===== src/hdl/assert_macros.svh =====
// Assertion macros shared by the RTL that checks itself.
// Each macro samples on clk and is disabled while rst_n is low.
`ifndef ASSERT_MACROS_SVH
`define ASSERT_MACROS_SVH

// Same-cycle implication.
`define ASSERT_NOW(lbl, ante, cons, msg) \
    lbl: assert property (@(posedge clk) disable iff (!rst_n) (ante) |-> (cons)) \
        else $error(msg);

// Next-cycle implication.
`define ASSERT_NEXT(lbl, ante, cons, msg) \
    lbl: assert property (@(posedge clk) disable iff (!rst_n) (ante) |=> (cons)) \
        else $error(msg);

`endif


===== src/hdl/c65alu_pkg.sv =====
// Shared types and constants for the 6502 register/ALU execute block.
// No dependencies; used by every module of the block.
`timescale 1ns / 1ps
`default_nettype none

package c65alu_pkg;

    // Operation selector codes
    localparam logic [5:0] MODE_LDA = 6'd0;
    localparam logic [5:0] MODE_LDX = 6'd1;
    localparam logic [5:0] MODE_LDY = 6'd2;
    localparam logic [5:0] MODE_STA = 6'd3;
    localparam logic [5:0] MODE_STX = 6'd4;
    localparam logic [5:0] MODE_STY = 6'd5;
    localparam logic [5:0] MODE_TAX = 6'd6;
    localparam logic [5:0] MODE_TAY = 6'd7;
    localparam logic [5:0] MODE_TXA = 6'd8;
    localparam logic [5:0] MODE_TYA = 6'd9;
    localparam logic [5:0] MODE_INX = 6'd10;
    localparam logic [5:0] MODE_INY = 6'd11;
    localparam logic [5:0] MODE_DEX = 6'd12;
    localparam logic [5:0] MODE_DEY = 6'd13;
    localparam logic [5:0] MODE_ADC = 6'd14;
    localparam logic [5:0] MODE_SBC = 6'd15;
    localparam logic [5:0] MODE_AND = 6'd16;
    localparam logic [5:0] MODE_EOR = 6'd17;
    localparam logic [5:0] MODE_ORA = 6'd18;
    localparam logic [5:0] MODE_CMP = 6'd19;
    localparam logic [5:0] MODE_CPX = 6'd20;
    localparam logic [5:0] MODE_CPY = 6'd21;
    localparam logic [5:0] MODE_BIT = 6'd22;
    localparam logic [5:0] MODE_ASL = 6'd23;
    localparam logic [5:0] MODE_LSR = 6'd24;
    localparam logic [5:0] MODE_ROL = 6'd25;
    localparam logic [5:0] MODE_ROR = 6'd26;
    localparam logic [5:0] MODE_INC = 6'd27;
    localparam logic [5:0] MODE_DEC = 6'd28;
    localparam logic [5:0] MODE_SEC = 6'd29;
    localparam logic [5:0] MODE_SEI = 6'd30;
    localparam logic [5:0] MODE_SED = 6'd31;
    localparam logic [5:0] MODE_CLC = 6'd32;
    localparam logic [5:0] MODE_CLI = 6'd33;
    localparam logic [5:0] MODE_CLV = 6'd34;
    localparam logic [5:0] MODE_CLD = 6'd35;
    localparam logic [5:0] MODE_NOP = 6'd36;
    localparam logic [5:0] MODE_TSX = 6'd37;
    localparam logic [5:0] MODE_TXS = 6'd38;

    // Status bit positions (NV-BDIZC)
    localparam int FLAG_C = 0;
    localparam int FLAG_Z = 1;
    localparam int FLAG_I = 2;
    localparam int FLAG_D = 3;
    localparam int FLAG_B = 4;
    localparam int FLAG_U = 5;
    localparam int FLAG_V = 6;
    localparam int FLAG_N = 7;

    // Architectural register set
    typedef struct packed {
        logic [7:0] a;
        logic [7:0] x;
        logic [7:0] y;
        logic [7:0] p;
        logic [7:0] sp;
    } arch_t;

    localparam arch_t ARCH_RESET = '{a: 8'h00, x: 8'h00, y: 8'h00, p: 8'h20, sp: 8'h00};

endpackage

`default_nettype wire


===== src/hdl/cpu_6502_alu_register_execute_top.sv =====
// Top level of the 6502 register/ALU execute block: input register, execute, result register.
// Depends on c65alu_pkg, c65alu_exec, c65alu_regs and assert_macros.svh.
//
//  Channel  Handshake                   Word carried
//  -------  --------------------------  ---------------------------------------------------
//  item     item_valid / item_stall     mode, operand, on_accumulator
//  result   result_valid / result_stall store_valid, store_value, acc_out, x_out, y_out,
//                                       flags_out, sp_out
//
// Each accepted word sits in the input register while the execute logic works on it and
// lands in the result register once that register is free or being emptied.
// A new word is accepted every cycle while item_stall is low; the throughput of one word per
// cycle is set by the combinational 8-bit adder/logic path.
// Reset (rst_n low) clears both valid bits and loads A=X=Y=SP=0, P=0x20.
// When result_stall holds, the result register holds and one more word waits in the input
// register; item_stall rises only once that register is also full.
`timescale 1ns / 1ps
`default_nettype none

module cpu_6502_alu_register_execute_top (
    input  wire logic       clk,
    input  wire logic       rst_n,

    input  wire logic       item_valid,
    output logic            item_stall,
    input  wire logic [5:0] mode,
    input  wire logic [7:0] operand,
    input  wire logic       on_accumulator,

    output logic            result_valid,
    input  wire logic       result_stall,
    output logic            store_valid,
    output logic [7:0]      store_value,
    output logic [7:0]      acc_out,
    output logic [7:0]      x_out,
    output logic [7:0]      y_out,
    output logic [7:0]      flags_out,
    output logic [7:0]      sp_out
);

    // Input register
    logic       in_valid_reg;
    logic       in_valid_next;
    logic [5:0] mode_reg;
    logic [7:0] operand_reg;
    logic       on_acc_reg;

    // Result register (store fields; register fields come straight from the register file)
    logic       res_valid_reg;
    logic       res_valid_next;
    logic       store_valid_reg;
    logic [7:0] store_value_reg;

    // Execute path
    c65alu_pkg::arch_t arch_cur;
    c65alu_pkg::arch_t arch_next;
    logic              exec_store_valid;
    logic [7:0]        exec_store_value;
    logic              exec_fire;
    logic              item_take;

    // Execute when a word waits and the result register is free or being emptied
    assign exec_fire  = in_valid_reg && (!res_valid_reg || !result_stall);
    assign item_stall = in_valid_reg && !exec_fire;
    assign item_take  = item_valid && !item_stall;

    always_comb
    begin
        in_valid_next = in_valid_reg;
        if (item_take)
        begin
            in_valid_next = 1'b1;
        end
        else if (exec_fire)
        begin
            in_valid_next = 1'b0;
        end
    end

    always_comb
    begin
        res_valid_next = res_valid_reg;
        if (exec_fire)
        begin
            res_valid_next = 1'b1;
        end
        else if (!result_stall)
        begin
            res_valid_next = 1'b0;
        end
    end

    always_ff @(posedge clk or negedge rst_n)
    begin
        if (!rst_n)
        begin
            in_valid_reg  <= 1'b0;
            res_valid_reg <= 1'b0;
        end
        else
        begin
            in_valid_reg  <= in_valid_next;
            res_valid_reg <= res_valid_next;
        end
    end

    // Payload registers: load the input word on accept, the store fields on execute
    always_ff @(posedge clk)
    begin
        if (item_take)
        begin
            mode_reg    <= mode;
            operand_reg <= operand;
            on_acc_reg  <= on_accumulator;
        end
        if (exec_fire)
        begin
            store_valid_reg <= exec_store_valid;
            store_value_reg <= exec_store_value;
        end
    end

    c65alu_exec u_exec (
        .mode           (mode_reg),
        .operand        (operand_reg),
        .on_accumulator (on_acc_reg),
        .arch_cur       (arch_cur),
        .arch_next      (arch_next),
        .store_valid    (exec_store_valid),
        .store_value    (exec_store_value)
    );

    // The register file advances exactly when a result is loaded, so it always matches
    // the word sitting in the result register and doubles as its register fields.
    c65alu_regs u_regs (
        .clk       (clk),
        .rst_n     (rst_n),
        .load      (exec_fire),
        .arch_next (arch_next),
        .arch_cur  (arch_cur)
    );

    assign result_valid = res_valid_reg;
    assign store_valid  = store_valid_reg;
    assign store_value  = store_value_reg;
    assign acc_out      = arch_cur.a;
    assign x_out        = arch_cur.x;
    assign y_out        = arch_cur.y;
    assign flags_out    = arch_cur.p;
    assign sp_out       = arch_cur.sp;

`include "assert_macros.svh"

    `ASSERT_NOW(a_no_store_zero, result_valid && !store_valid, store_value == 8'h00,
                "store_value nonzero without store")
    `ASSERT_NEXT(a_regs_hold, !exec_fire, $stable(arch_cur),
                 "registers changed without an executed word")
    `ASSERT_NEXT(a_flags_fixed, exec_fire,
                 flags_out[5] && (flags_out[4] == $past(flags_out[4])),
                 "unused or B flag disturbed")
    `ASSERT_NOW(a_stall_full, item_stall, in_valid_reg && res_valid_reg,
                "input stalled with free space")

endmodule

`default_nettype wire


===== src/hdl/c65alu_exec.sv =====
// Single-pass execute logic: next register set and write-back byte for one op.
// Depends on c65alu_pkg.
`timescale 1ns / 1ps
`default_nettype none

module c65alu_exec (
    input  wire logic [5:0]          mode,
    input  wire logic [7:0]          operand,
    input  wire logic                on_accumulator,
    input  wire c65alu_pkg::arch_t   arch_cur,
    output c65alu_pkg::arch_t        arch_next,
    output logic                     store_valid,
    output logic [7:0]               store_value
);

    logic [7:0] addend;
    logic [8:0] sum;
    logic [7:0] cmp_src;
    logic [8:0] cmp_diff;
    logic [7:0] shift_src;
    logic [7:0] shift_res;
    logic       shift_carry;
    logic       nz_upd;
    logic [7:0] nz_val;

    // Adder, shared by ADC and SBC (SBC adds the inverted operand)
    assign addend = (mode == c65alu_pkg::MODE_SBC) ? ~operand : operand;
    assign sum    = {1'b0, arch_cur.a} + {1'b0, addend}
                  + {8'b0, arch_cur.p[c65alu_pkg::FLAG_C]};

    // Compare subtractor; bit 8 set means borrow
    always_comb
    begin
        unique case (mode)
            c65alu_pkg::MODE_CPX: cmp_src = arch_cur.x;
            c65alu_pkg::MODE_CPY: cmp_src = arch_cur.y;
            default:              cmp_src = arch_cur.a;
        endcase
    end
    assign cmp_diff = {1'b0, cmp_src} - {1'b0, operand};

    // Shifter
    assign shift_src = on_accumulator ? arch_cur.a : operand;
    always_comb
    begin
        case (mode)
            c65alu_pkg::MODE_ASL:
            begin
                shift_res   = {shift_src[6:0], 1'b0};
                shift_carry = shift_src[7];
            end
            c65alu_pkg::MODE_LSR:
            begin
                shift_res   = {1'b0, shift_src[7:1]};
                shift_carry = shift_src[0];
            end
            c65alu_pkg::MODE_ROL:
            begin
                shift_res   = {shift_src[6:0], arch_cur.p[c65alu_pkg::FLAG_C]};
                shift_carry = shift_src[7];
            end
            default:
            begin
                shift_res   = {arch_cur.p[c65alu_pkg::FLAG_C], shift_src[7:1]};
                shift_carry = shift_src[0];
            end
        endcase
    end

    always_comb
    begin
        arch_next   = arch_cur;
        store_valid = 1'b0;
        store_value = 8'h00;
        nz_upd      = 1'b0;
        nz_val      = 8'h00;

        unique case (mode) inside
            c65alu_pkg::MODE_LDA:
            begin
                arch_next.a = operand; nz_upd = 1'b1; nz_val = operand;
            end
            c65alu_pkg::MODE_LDX:
            begin
                arch_next.x = operand; nz_upd = 1'b1; nz_val = operand;
            end
            c65alu_pkg::MODE_LDY:
            begin
                arch_next.y = operand; nz_upd = 1'b1; nz_val = operand;
            end
            c65alu_pkg::MODE_STA:
            begin
                store_valid = 1'b1; store_value = arch_cur.a;
            end
            c65alu_pkg::MODE_STX:
            begin
                store_valid = 1'b1; store_value = arch_cur.x;
            end
            c65alu_pkg::MODE_STY:
            begin
                store_valid = 1'b1; store_value = arch_cur.y;
            end
            c65alu_pkg::MODE_TAX:
            begin
                arch_next.x = arch_cur.a; nz_upd = 1'b1; nz_val = arch_cur.a;
            end
            c65alu_pkg::MODE_TAY:
            begin
                arch_next.y = arch_cur.a; nz_upd = 1'b1; nz_val = arch_cur.a;
            end
            c65alu_pkg::MODE_TXA:
            begin
                arch_next.a = arch_cur.x; nz_upd = 1'b1; nz_val = arch_cur.x;
            end
            c65alu_pkg::MODE_TYA:
            begin
                arch_next.a = arch_cur.y; nz_upd = 1'b1; nz_val = arch_cur.y;
            end
            c65alu_pkg::MODE_INX:
            begin
                arch_next.x = arch_cur.x + 8'd1; nz_upd = 1'b1; nz_val = arch_next.x;
            end
            c65alu_pkg::MODE_INY:
            begin
                arch_next.y = arch_cur.y + 8'd1; nz_upd = 1'b1; nz_val = arch_next.y;
            end
            c65alu_pkg::MODE_DEX:
            begin
                arch_next.x = arch_cur.x - 8'd1; nz_upd = 1'b1; nz_val = arch_next.x;
            end
            c65alu_pkg::MODE_DEY:
            begin
                arch_next.y = arch_cur.y - 8'd1; nz_upd = 1'b1; nz_val = arch_next.y;
            end
            c65alu_pkg::MODE_ADC, c65alu_pkg::MODE_SBC:
            begin
                arch_next.a = sum[7:0];
                arch_next.p[c65alu_pkg::FLAG_V] =
                    ~(arch_cur.a[7] ^ addend[7]) & (arch_cur.a[7] ^ sum[7]);
                arch_next.p[c65alu_pkg::FLAG_C] = sum[8];
                nz_upd = 1'b1;
                nz_val = sum[7:0];
            end
            c65alu_pkg::MODE_AND:
            begin
                arch_next.a = arch_cur.a & operand; nz_upd = 1'b1; nz_val = arch_next.a;
            end
            c65alu_pkg::MODE_EOR:
            begin
                arch_next.a = arch_cur.a ^ operand; nz_upd = 1'b1; nz_val = arch_next.a;
            end
            c65alu_pkg::MODE_ORA:
            begin
                arch_next.a = arch_cur.a | operand; nz_upd = 1'b1; nz_val = arch_next.a;
            end
            c65alu_pkg::MODE_CMP, c65alu_pkg::MODE_CPX, c65alu_pkg::MODE_CPY:
            begin
                arch_next.p[c65alu_pkg::FLAG_C] = ~cmp_diff[8];
                nz_upd = 1'b1;
                nz_val = cmp_diff[7:0];
            end
            c65alu_pkg::MODE_BIT:
            begin
                arch_next.p[c65alu_pkg::FLAG_Z] = ((arch_cur.a & operand) == 8'h00);
                arch_next.p[c65alu_pkg::FLAG_N] = operand[7];
                arch_next.p[c65alu_pkg::FLAG_V] = operand[6];
            end
            c65alu_pkg::MODE_ASL, c65alu_pkg::MODE_LSR,
            c65alu_pkg::MODE_ROL, c65alu_pkg::MODE_ROR:
            begin
                arch_next.p[c65alu_pkg::FLAG_C] = shift_carry;
                nz_upd = 1'b1;
                nz_val = shift_res;
                if (on_accumulator)
                begin
                    arch_next.a = shift_res;
                end
                else
                begin
                    store_valid = 1'b1;
                    store_value = shift_res;
                end
            end
            c65alu_pkg::MODE_INC:
            begin
                store_valid = 1'b1;
                store_value = operand + 8'd1;
                nz_upd      = 1'b1;
                nz_val      = store_value;
            end
            c65alu_pkg::MODE_DEC:
            begin
                store_valid = 1'b1;
                store_value = operand - 8'd1;
                nz_upd      = 1'b1;
                nz_val      = store_value;
            end
            c65alu_pkg::MODE_SEC: arch_next.p[c65alu_pkg::FLAG_C] = 1'b1;
            c65alu_pkg::MODE_SEI: arch_next.p[c65alu_pkg::FLAG_I] = 1'b1;
            c65alu_pkg::MODE_SED: arch_next.p[c65alu_pkg::FLAG_D] = 1'b1;
            c65alu_pkg::MODE_CLC: arch_next.p[c65alu_pkg::FLAG_C] = 1'b0;
            c65alu_pkg::MODE_CLI: arch_next.p[c65alu_pkg::FLAG_I] = 1'b0;
            c65alu_pkg::MODE_CLV: arch_next.p[c65alu_pkg::FLAG_V] = 1'b0;
            c65alu_pkg::MODE_CLD: arch_next.p[c65alu_pkg::FLAG_D] = 1'b0;
            c65alu_pkg::MODE_TSX:
            begin
                arch_next.x = arch_cur.sp; nz_upd = 1'b1; nz_val = arch_cur.sp;
            end
            c65alu_pkg::MODE_TXS: arch_next.sp = arch_cur.x;
            default: ;  // NOP and unused selectors
        endcase

        if (nz_upd)
        begin
            arch_next.p[c65alu_pkg::FLAG_Z] = (nz_val == 8'h00);
            arch_next.p[c65alu_pkg::FLAG_N] = nz_val[7];
        end
        arch_next.p[c65alu_pkg::FLAG_U] = 1'b1;
    end

endmodule

`default_nettype wire


===== src/hdl/c65alu_regs.sv =====
// Architectural register file: A, X, Y, P and SP, loaded once per executed op.
// Depends on c65alu_pkg.
`timescale 1ns / 1ps
`default_nettype none

module c65alu_regs (
    input  wire logic                clk,
    input  wire logic                rst_n,
    input  wire logic                load,
    input  wire c65alu_pkg::arch_t   arch_next,
    output c65alu_pkg::arch_t        arch_cur
);

    c65alu_pkg::arch_t arch_reg;

    always_ff @(posedge clk or negedge rst_n)
    begin
        if (!rst_n)
        begin
            arch_reg <= c65alu_pkg::ARCH_RESET;
        end
        else if (load)
        begin
            arch_reg <= arch_next;
        end
    end

    assign arch_cur = arch_reg;

endmodule

`default_nettype wire

===== config.mk =====
export PLATFORM = sky130hd
export DESIGN_NAME = cpu_6502_alu_register_execute_top
export DESIGN_NICKNAME = d
export VERILOG_FILES = /design/src/hdl/c65alu_pkg.sv /design/src/hdl/cpu_6502_alu_register_execute_top.sv /design/src/hdl/c65alu_exec.sv /design/src/hdl/c65alu_regs.sv
export VERILOG_INCLUDE_DIRS = /design/src /design/src/hdl
export SDC_FILE = /design/constraint.sdc
export NUM_CORES = 1
export LEC_CHECK = 0
export BUFFER_PORTS_ARGS = -buffer_cell sky130_fd_sc_hd__buf_2
export CAP_MARGIN = 5
export CORE_ASPECT_RATIO = 1.2
export CORE_MARGIN = 2
export CORE_UTILIZATION = 42
export DETAILED_ROUTE_END_ITERATION = 12
export PLACE_DENSITY = 0.64
export SYNTH_ARGS = -nofsm -noshare
export SYNTH_HDL_FRONTEND = slang
export SYNTH_SLANG_ARGS = --single-unit

===== constraint.sdc =====
create_clock -name clk -period 7.3 [get_ports clk]
set_input_delay 0.73 -clock clk [delete_from_list [all_inputs] [get_ports clk]]
set_output_delay 0.73 -clock clk [all_outputs]
set_load 0.1 [all_outputs]

==> results of run 1 <==
-- synthesized netlist by cell type (all sizes together), types with 4 or more instances --
cell type	count
xnor2	15
a22oi	10
a2111oi	6
or4	6
a21oi	49
nor2	84
mux2	10
buf	27
nand2b	22
nor4	14
o22ai	13
o211ai	8
or4b	4
mux2i	20
o221ai	6
nand3	15
nand4	5
nand2	59
inv	33
ha	38
a221o	8
dfrtp	40
nor3	22
edfxtp	24
or2	6
clkbuf	39
o221a	6
a211oi	7
o32ai	5
nor3b	5
o2111ai	5
a31oi	7
and3	5
a22o	12
and2	5
nand4b	4
a221oi	18
xor2	8
or3	5
nor2b	8
o21ai	38
a211o	4
nand3b	6
-- final cells by class --
type / count / area, µm² / share of cell area [%]
diodes: 1 / 2.50 / 0.0351
clock buffers: 9 / 225 / 3.15
clock inverters: 7 / 72.6 / 1.02
inverters: 34 / 128 / 1.79
multi-input cells: 621 / 4300 / 60.3
flip-flops and latches: 64 / 1720 / 24.1
well taps: 204 / 255 / 3.58
repair buffers: 80 / 433 / 6.06
-- power by group through the flow --
stage                     Combinational (mW)  Clock, mW  Sequential [mW]
after floorplan                        0.621          0             1.03
after global placement                  1.26          0            0.707
after detailed placement                1.27          0            0.702
after CTS                               1.27      0.444            0.694
after global routing                    1.37      0.458            0.715
final                                   1.28      0.437            0.715
-- per-layer routing --
| metal | track usage, % | share of wire (%) | vias up |
|---|---|---|---|
| met2 | 48.4 | 45 | 470 |
| met4 | 18.2 | 6.4 | 0 |
| li1 | - | - | 3028 |
| met1 | 40.9 | 38 | 3236 |
| met3 | 8.19 | 10 | 125 |
| met5 | 0 | 0 | - |
-- logic make-up after synthesis --
| logic type | synth area share [%] |
|---|---|
| muxes | 5.19 |
| xor gates and xnor gates | 3.12 |
| buffers and inverters | 6.72 |
| other | 0.116 |
| adders and majority gates | 8.29 |
| and+or+nand+nor | 23.4 |
| AOI/OAI and AO/OA | 26.5 |
| DFF | 26.7 |
-- worst min path at each step --
stage / from / to / slack [ps] / cells past startpoint
after global placement: in_valid_reg$_DFFE_PN0P_ / result_valid$_DFFE_PN0P_ / 470 / 1
after detailed placement: in_valid_reg$_DFFE_PN0P_ / result_valid$_DFFE_PN0P_ / 480 / 1
after CTS: in_valid_reg$_DFFE_PN0P_ / result_valid$_DFFE_PN0P_ / 490 / 1
after floorplan: rst_n / in_valid_reg$_DFFE_PN0P_ / 430 / 0
final: in_valid_reg$_DFFE_PN0P_ / result_valid$_DFFE_PN0P_ / 490 / 1
after global routing: in_valid_reg$_DFFE_PN0P_ / result_valid$_DFFE_PN0P_ / 520 / 1
-- metrics by stage --
| stage | area, µm² | utilization (%) |
|---|---|---|
| finish | 7140 | 47.5 |
| global route | 7140 | 47.5 |
| CTS | 7140 | 47.5 |
| detailed placement | 6840 | 45.5 |
| global placement | 6840 | 45.5 |
| floorplan | 6460 | - |
==> metrics.md, run 1 <==
| Metric | Value |
|---|---|
| Status | completed |
| Final setup vio count | 0 |
| CP top delay family | simple AND/OR/NAND/NOR gates |
| Setup crit end | u_regs.arch_cur[9]$_DFFE_PN0P_ |
| Count of port buffers added during placement | 67 |
| Clock skew | 5.51 ps |
| Worst Setup End Kind | flop |
| Measured slew at the worst slew-check pin | 996 ps |
| Unrepaired setup endpoints after global routing | false |
| Startpoint types | flop |
| Vias per cell | approximately 6.7 |
| Crit path time final | 4480 ps |
| Share of the synthesized area in the top cell type | 15.5% |
| CP peak stage delay | between 500 and 600 ps |
| Clock H-tree levels | 3 |
| R2R cell count | 13 |
| Clk pwr share | 18.0% |
| First-pass DRT Iterations | 6 |
| Row count | 49 |
| Combinational share of power | a little over half |
| Vias in the first global route | 6,390 |
| Critical Path RT | 7550 ps |
| Total grt overflow | 0 |
| Sequential Power Share | between 20 and 30% |
| Cts hold-fix bufs | 0 |
| Critical Path, Cell by Cell | buf_4, nand2_1, or2_2, xnor2_1, fa_1, fa_1, nor2b_1, nor4_1, a2111oi_0, o211a_1, nand4b_1, or4_1, o41ai_2 |
| Max_cap viols | 0 |
| Post-CTS Setup Bufs | 0 |
| Initial antenna violation count | 1 |
| First-pass GRT wire length | 38,700 µm |
| Flops & latches, synth | 64 |
| TritonCTS clock tree | built |
| Residual DRC | 0 |
| PnR Total Power | around 2.4 mW |
| Ys flop type | dfrtp_1 |
| Area contributors post-synth | dfrtp_1, edfxtp_1, ha_1, nor2_1, a21oi_1 |
| Cell mode on critical path | fa_1 |
| Inst Count DP | 1,003 |
| Final GP Congestion | 1.04 |
| Place WS | ~2900 ps |
| LEAKAGE | 2.95 nW |
| Total CTS buffers | 9 |
| Hold Path Class | reg2reg |
| Tcrit/Tclk final | between 60% and 70% |
| Yosys top cell by area | dfrtp_1 |
| Die extent in x | approximately 120 µm |
| CTS clk-pin slew, worst paths | 60 ps |
| Pwr dens | 341 nW/µm² |
| Initial Utilization | 43.0% |
| Most frequent cells in the layout | nor2_1, buf_2, nand2_1 |
| R2R Setup Slk | ~2800 ps |
| Routed len/inst | 25.5 µm |
| Final WS setup | 2820 ps |
| Maximum VDD drop | 0.227 mV |
| Internal | 1.05 mW |
| Sw Ratio | 56.8% |
| Clk Latency, worst-skew pair | 350 ps |
| Max frequency | 0.223 GHz |
| Synth unique cells | 84 |
| Synth Net Count | 845 |
| Root Driver | clkbuf_16 |
| Post-synthesis sequential area ratio | 26.7% |
| Yosys Warn Count | 0 |
| Largest net degree at the start of global routing | just over 40 |
| Syn_area_per_cell | 8.23 µm² |
| Core area | 15,000 µm² |
| Detailed Place HPWL | ~19,000 µm |
| Die H | 140 µm |
| Mapped Cells | 785 |
| IO Count | 70 |
| Critical path depth | 13 |
| Die area | 16,400 µm² |
| Count of final hold-check violations | 0 |
| Via count | 6,859 |
| Final wirelength | 26,000 µm |
| Post-route ant nets | 0 |
| Max Fanout on Critical Path | 35 |
| CTS Sinks | 64 |
| Fillcell total | 1,482 |
| CP startpoint | mode_reg[0]$_DFFE_PP_ |
| Bufs and invs on worst path | 1 |
| FFs w/ async S/R, synth | 62.5% |
| Mapped Area | 6460 µm² |
| Number of flip-flops in the largest register | 38 |
| Fraction of layout cells with a size suffix above 1 | 15.8% |
| DR iter-0 viols | 869 |
| Setup TNS | 0 ps |
| Post-synth EDFFs | 24 |
| R2r endpoint | u_regs.arch_cur[9]$_DFFE_PN0P_ |
| Max-slew violations | 0 |
| Total GRT Usage | around a third |
| Net switching power | 1.38 mW |
| Layout area overhead | 10.6% |
| Layout Nets | 870 |
| Max Buffers Root-to-Sink | 2 |
| Commonest non-fill, non-tap cell in the layout | nor2_1 |
| Reg-to-Reg Start | mode_reg[0]$_DFFE_PP_ |
| Slowest cell on the critical path | or4_1 |
| Final cell count without fillers | 1,020 |
| Worst slew margin | about a third |
| Crit path DAT | 4730 ps |
| Hold WS | 487 ps |
| Post_cts resized | 0 |
| Critical path class | reg2reg |
(Power assumes the default switching activity.)
==> run 2: changes to the inputs <==
Settings changed: PLACE_DENSITY 0.64 to 0.67.
Clock period 7.3 ns to 3.8 ns, I/O delays scaled along.
==> metrics.md, run 2 (synthesis results as in run 1) <==
| Metric | Value |
|---|---|
| Final setup vio count | 0 |
| Hold Path Class | in2async |
| GRT met2 Usage | between 40 and 50% |
| Maximum VDD drop | 0.560 mV |
| Hold WS | 191 ps |
| Detailed Place HPWL | 19,400 µm |
| First-pass DRT Iterations | 5 |
| TritonCTS clock tree | built |
| Grt met3 use | 8.41% |
| Count of final hold-check violations | 0 |
| Combinational share of power | between 50% and 60% |
| R2R cell count | 16 |
| Clock skew | 5.46 ps |
| Initial Utilization | between 40 and 50% |
| Routed len/inst | 24.6 µm |
| Met1 usage | 40.7% |
| Commonest non-fill, non-tap cell in the layout | nor2_1 |
| Final GP Congestion | 1.10 |
| Die H | ~140 µm |
| Startpoint types | flop |
| Max Buffers Root-to-Sink | 2 |
| Max-slew violations | 0 |
| Vias per cell | around 6.5 |
| Clk Latency, worst-skew pair | 350 ps |
| R2R Setup Slk | 190 ps |
| Residual DRC | 0 |
| Layout Nets | about 920 |
| Post-route ant nets | 0 |
| Clock H-tree levels | 3 |
| Cts hold-fix bufs | 0 |
| Die extent in x | 117 µm |
| R2r endpoint | u_regs.arch_cur[9]$_DFFE_PN0P_ |
| Via count | approximately 6,900 |
| Total CTS buffers | 9 |
| Total GRT Usage | approximately a third |
| Crit path time final | 3610 ps |
| Die area | between 15,000 and 20,000 µm² |
| Critical Path, Cell by Cell | nand2b_1, nor3_1, buf_4, o211ai_1, o21ai_0, ha_1, inv_1, fa_1, xnor2_1, nand3b_1, a21oi_2, o2111ai_1, nor4_2, buf_4, nand4_1, o41ai_2 |
| Unrepaired setup endpoints after global routing | false |
| Total grt overflow | 0 |
| Largest net degree at the start of global routing | 41 |
| Worst Setup End Kind | flop |
| Max_cap viols | 0 |
| Critical Path RT | 4040 ps |
| Max Fanout on Critical Path | 11 |
| Final wirelength | around 26,000 µm |
| Tcrit/Tclk final | between 90% and 100% |
| Max frequency | 0.277 GHz |
| IO Count | 70 |
| Worst slew margin | 33.6% |
| CP peak stage delay | 420 ps |
| Reg-to-Reg Start | mode_reg[3]$_DFFE_PP_ |
| Measured slew at the worst slew-check pin | around 1000 ps |
| Cell mode on critical path | buf_4 |
| Initial antenna violation count | 0 |
| DR iter-0 viols | about 770 |
| Fraction of layout cells with a size suffix above 1 | 20.8% |
| Most frequent cells in the layout | nor2_1, buf_2, nand2_1 |
| Sw Ratio | between 50% and 60% |
| First-pass GRT wire length | 39,600 µm |
| Setup TNS | 0 ps |
| Clk pwr share | 17.2% |
| Root Driver | clkbuf_16 |
| Status | completed |
| CTS clk-pin slew, worst paths | 50 ps |
| Row count | 49 |
| Vias in the first global route | ~6,700 |
| Most Crowded Layer GR | met2 |
| Crit path DAT | 3850 ps |
| Net switching power | 2.64 mW |
| # diodes | 0 |
| Slowest cell on the critical path | edfxtp_1 |
| Core area | 15,000 µm² |
| CTS Sinks | 64 |
| Number of flip-flops in the largest register | 38 |
| Count of port buffers added during placement | 67 |
| Critical path class | reg2reg |
| LEAKAGE | between 3 and 4 nW |
| Internal | 2.12 mW |
| Pwr dens | 635 nW/µm² |
| Sequential Power Share | 26.3% |
| Layout area overhead | 16.3% |
[run 2: cell types whose count changed in the layout (fill, tap and decap cells not counted), sizes merged]
cell	change
buf	+45
clkbuf	+3
clkinv	-3
clkinvlp	-1
diode	-1
[run 2: final cells by class]
| cell class | count | area, µm² |
|---|---|---|
| fill | 1485 | 7510 |
| multi-input combinational | 621 | 4350 |
| sequential | 64 | 1720 |
| timing repair buffer | 125 | 771 |
| tap | 204 | 255 |
| clock buffer | 12 | 246 |
| inverter | 34 | 128 |
| clock inverter | 3 | 42.5 |
[run 2: stage by stage]
step	instance area [µm²]	std cells	power (mW)	utilization [%]	setup slack (ps)
3_5_place_dp	7170	1042	3.89	47.7	106
5_1_grt	7510	1063	4.99	50.0	5.14
6_report	7510	1063	4.77	50.0	191
3_3_place_gp	7170	1042	3.86	47.7	187
4_1_cts	7460	1057	4.72	49.6	67.4
2_1_floorplan	6500	785	3.18	-	5.71
[run 2: worst max-delay path: cells and delay by family, from the launching register on]
kind,cells,cell delay (ps)
adder cells (fa/ha/maj),2,610
AND/OR/NAND/NOR,5,880
buffers and inverters,3,450
flip-flops,1,420
XOR/XNOR,1,170
AO/OA/AOI/OAI,5,950
[run 2: how the worst max path moves through the flow]
stage / startpoint / to / slack, ps / cells after the start
final: mode_reg[3]$_DFFE_PP_ / u_regs.arch_cur[9]$_DFFE_PN0P_ / 190 / 16
after global routing: mode_reg[4]$_DFFE_PP_ / u_regs.arch_cur[9]$_DFFE_PN0P_ / 5 / 12
after CTS: mode_reg[3]$_DFFE_PP_ / u_regs.arch_cur[9]$_DFFE_PN0P_ / 70 / 16
after detailed placement: mode_reg[3]$_DFFE_PP_ / u_regs.arch_cur[9]$_DFFE_PN0P_ / 110 / 16
after global placement: mode_reg[3]$_DFFE_PP_ / u_regs.arch_cur[9]$_DFFE_PN0P_ / 190 / 15
after floorplan: mode_reg[1]$_DFFE_PP_ / u_regs.arch_cur[9]$_DFFE_PN0P_ / 6 / 14
[run 2: timing repair]
item | CTS | global route
buffers inserted | 0 | 6
setup endpoints to repair | 0 | 2
resized for setup | 0 | 3
[run 2: layer usage]
layer | up-vias | share of wire (%)
met5 | - | 0
met4 | 0 | 7.0
met3 | 118 | 9.6
met2 | 442 | 45
met1 | 3278 | 38
li1 | 3104 | -
[run 2: power by group through the flow]
| stage | Combinational [mW] | Sequential, mW | Clock, mW |
|---|---|---|---|
| 4_1_cts | 2.65 | 1.23 | 0.835 |
| 5_1_grt | 2.86 | 1.26 | 0.867 |
| 3_5_place_dp | 2.64 | 1.25 | 0 |
| 3_3_place_gp | 2.62 | 1.24 | 0 |
| 2_1_floorplan | 1.20 | 1.98 | 0 |
| 6_report | 2.69 | 1.26 | 0.822 |
==> run 3: changes to the inputs <==
Settings changed: PLACE_DENSITY 0.67 to 0.62, SETUP_SLACK_MARGIN set to 0.02.
==> metrics.md, run 3 (synthesis results as in run 1) <==
| Metric | Value |
|---|---|
| Status | completed |
| DR iter-0 viols | 744 |
| Tcrit/Tclk final | 95.4% |
| Detailed Place HPWL | 22,600 µm |
| Pwr dens | 651 nW/µm² |
| Hold Path Class | in2async |
| Layout area overhead | 17.3% |
| Max_cap viols | 0 |
| Die H | 140 µm |
| TritonCTS clock tree | built |
| Layout Nets | 916 |
| Vias in the first global route | 6,765 |
| CP startpoint | mode_reg[4]$_DFFE_PP_ |
| Largest net degree at the start of global routing | 35 |
| Clock H-tree levels | 3 |
| Maximum VDD drop | ~0.46 mV |
| Commonest non-fill, non-tap cell in the layout | nor2_1 |
| Crit path time final | 3620 ps |
| Critical path class | reg2reg |
| Routed len/inst | 27.6 µm |
| Final wirelength | 29,400 µm |
| Die area | 16,400 µm² |
| Clk Latency, worst-skew pair | 350 ps |
| Measured slew at the worst slew-check pin | 981 ps |
| Cts hold-fix bufs | 0 |
| Max frequency | 0.276 GHz |
| Max Fanout on Critical Path | 2 |
| First-pass DRT Iterations | 6 |
| R2R cell count | 12 |
| LEAKAGE | 3.21 nW |
| Unrepaired setup endpoints after global routing | false |
| Worst slew margin | 34.5% |
| Setup TNS | 0 ps |
| Post-route ant nets | 0 |
| Worst Setup End Kind | flop |
| Initial Utilization | between 40% and 50% |
| PnR Total Power | 4.93 mW |
| Count of port buffers added during placement | 67 |
| Total grt overflow | 0 |
| Vias per cell | roughly 6.6 |
| Max Buffers Root-to-Sink | 2 |
| Total GRT Usage | 36.4% |
| Residual DRC | 0 |
| Total CTS buffers | 9 |
| Via count | 7,078 |
| Final GP Congestion | 1.06 |
| Initial antenna violation count | 0 |
| Most frequent cells in the layout | nor2_1, buf_2, nand2_1 |
| Startpoint types | flop |
| CTS clk-pin slew, worst paths | roughly 60 ps |
| Hold WS | ~73 ps |
| IO Count | 70 |
| CTS Sinks | 64 |
| Row count | 49 |
| Crit path DAT | 3870 ps |
| Root Driver | clkbuf_16 |
| Reg-to-Reg Start | mode_reg[4]$_DFFE_PP_ |
| Number of flip-flops in the largest register | 38 |
| First-pass GRT wire length | 43,300 µm |
| Fraction of layout cells with a size suffix above 1 | a little over a fifth |
| Core area | 15,000 µm² |
| Max-slew violations | 0 |
| Clock skew | 8.28 ps |
| Critical Path RT | 4040 ps |
| Count of final hold-check violations | 0 |
| Die extent in x | 117 µm |
| Final setup vio count | 0 |
==> run 3: worst max-delay path: stages (launching register included) <==
cell and delay (ps):
edfxtp_1 400, nand4bb_4 250, or2_4 260, xnor2_2 140
fa_2 410, fa_2 350, nor2b_2 140, nor4_1 70
a2111oi_1 410, o211a_1 240, nand4b_1 100, or4_1 530
o41ai_2 210
==> run 3: timing repair <==
| item | CTS | global route |
|---|---|---|
| setup endpoints to repair | 0 | 1 |
| buffers inserted | 0 | 1 |
| resized for setup | 0 | 5 |
==> run 3: layout make-up <==
class | instances | area (µm²)
Inverter | 34 | 128
Tap cell | 204 | 255
Sequential cell | 64 | 1720
Clock inverter | 5 | 61.3
Multi-Input combinational cell | 621 | 4360
Timing Repair Buffer | 126 | 782
Clock buffer | 11 | 264
Antenna cell | 1 | 2.50
Fill cell | 1476 | 7440
==> run 3: metal layers <==
| metal | GRT usage, % | routed length (µm) | vias up |
|---|---|---|---|
| li1 | - | - | 3106 |
| met1 | 44.6 | 11100 | 3404 |
| met2 | 58.1 | 13800 | 450 |
| met3 | 7.84 | 2530 | 118 |
| met4 | 20.9 | 1940 | 0 |
| met5 | 0 | 0 | - |
==> run 3: worst paths after layout <==
path | endpoint | slack (ps)
hold reg to reg | result_valid$_DFFE_PN0P_ | 510
setup / recovery | u_regs.arch_cur[9]$_DFFE_PN0P_ | 180
setup reg to reg | u_regs.arch_cur[9]$_DFFE_PN0P_ | 180
hold / removal | u_regs.arch_cur[27]$_DFFE_PN0P_ | 70
min in group clk | operand_reg[2]$_DFFE_PP_ | 200
max in group asynchronous | u_regs.arch_cur[32]$_DFFE_PN0P_ | 3010
==> run 3: power by group <==
part / internal (mW) / leakage [nW] / switching [mW]
combinational: 0.758 / 2.33 / 2.03
sequential: 0.865 / 0.719 / 0.364
clock: 0.569 / 0.161 / 0.350
==> run 3: metrics by stage <==
step	setup WS, ps	util, %	area (µm²)	std cells
floorplan	35.6	-	6510	785
global placement	148	48.0	7220	1048
detailed placement	80.8	48.0	7220	1048
CTS	51.0	50.2	7540	1064
global route	45.0	50.4	7570	1065
finish	176	50.4	7580	1066
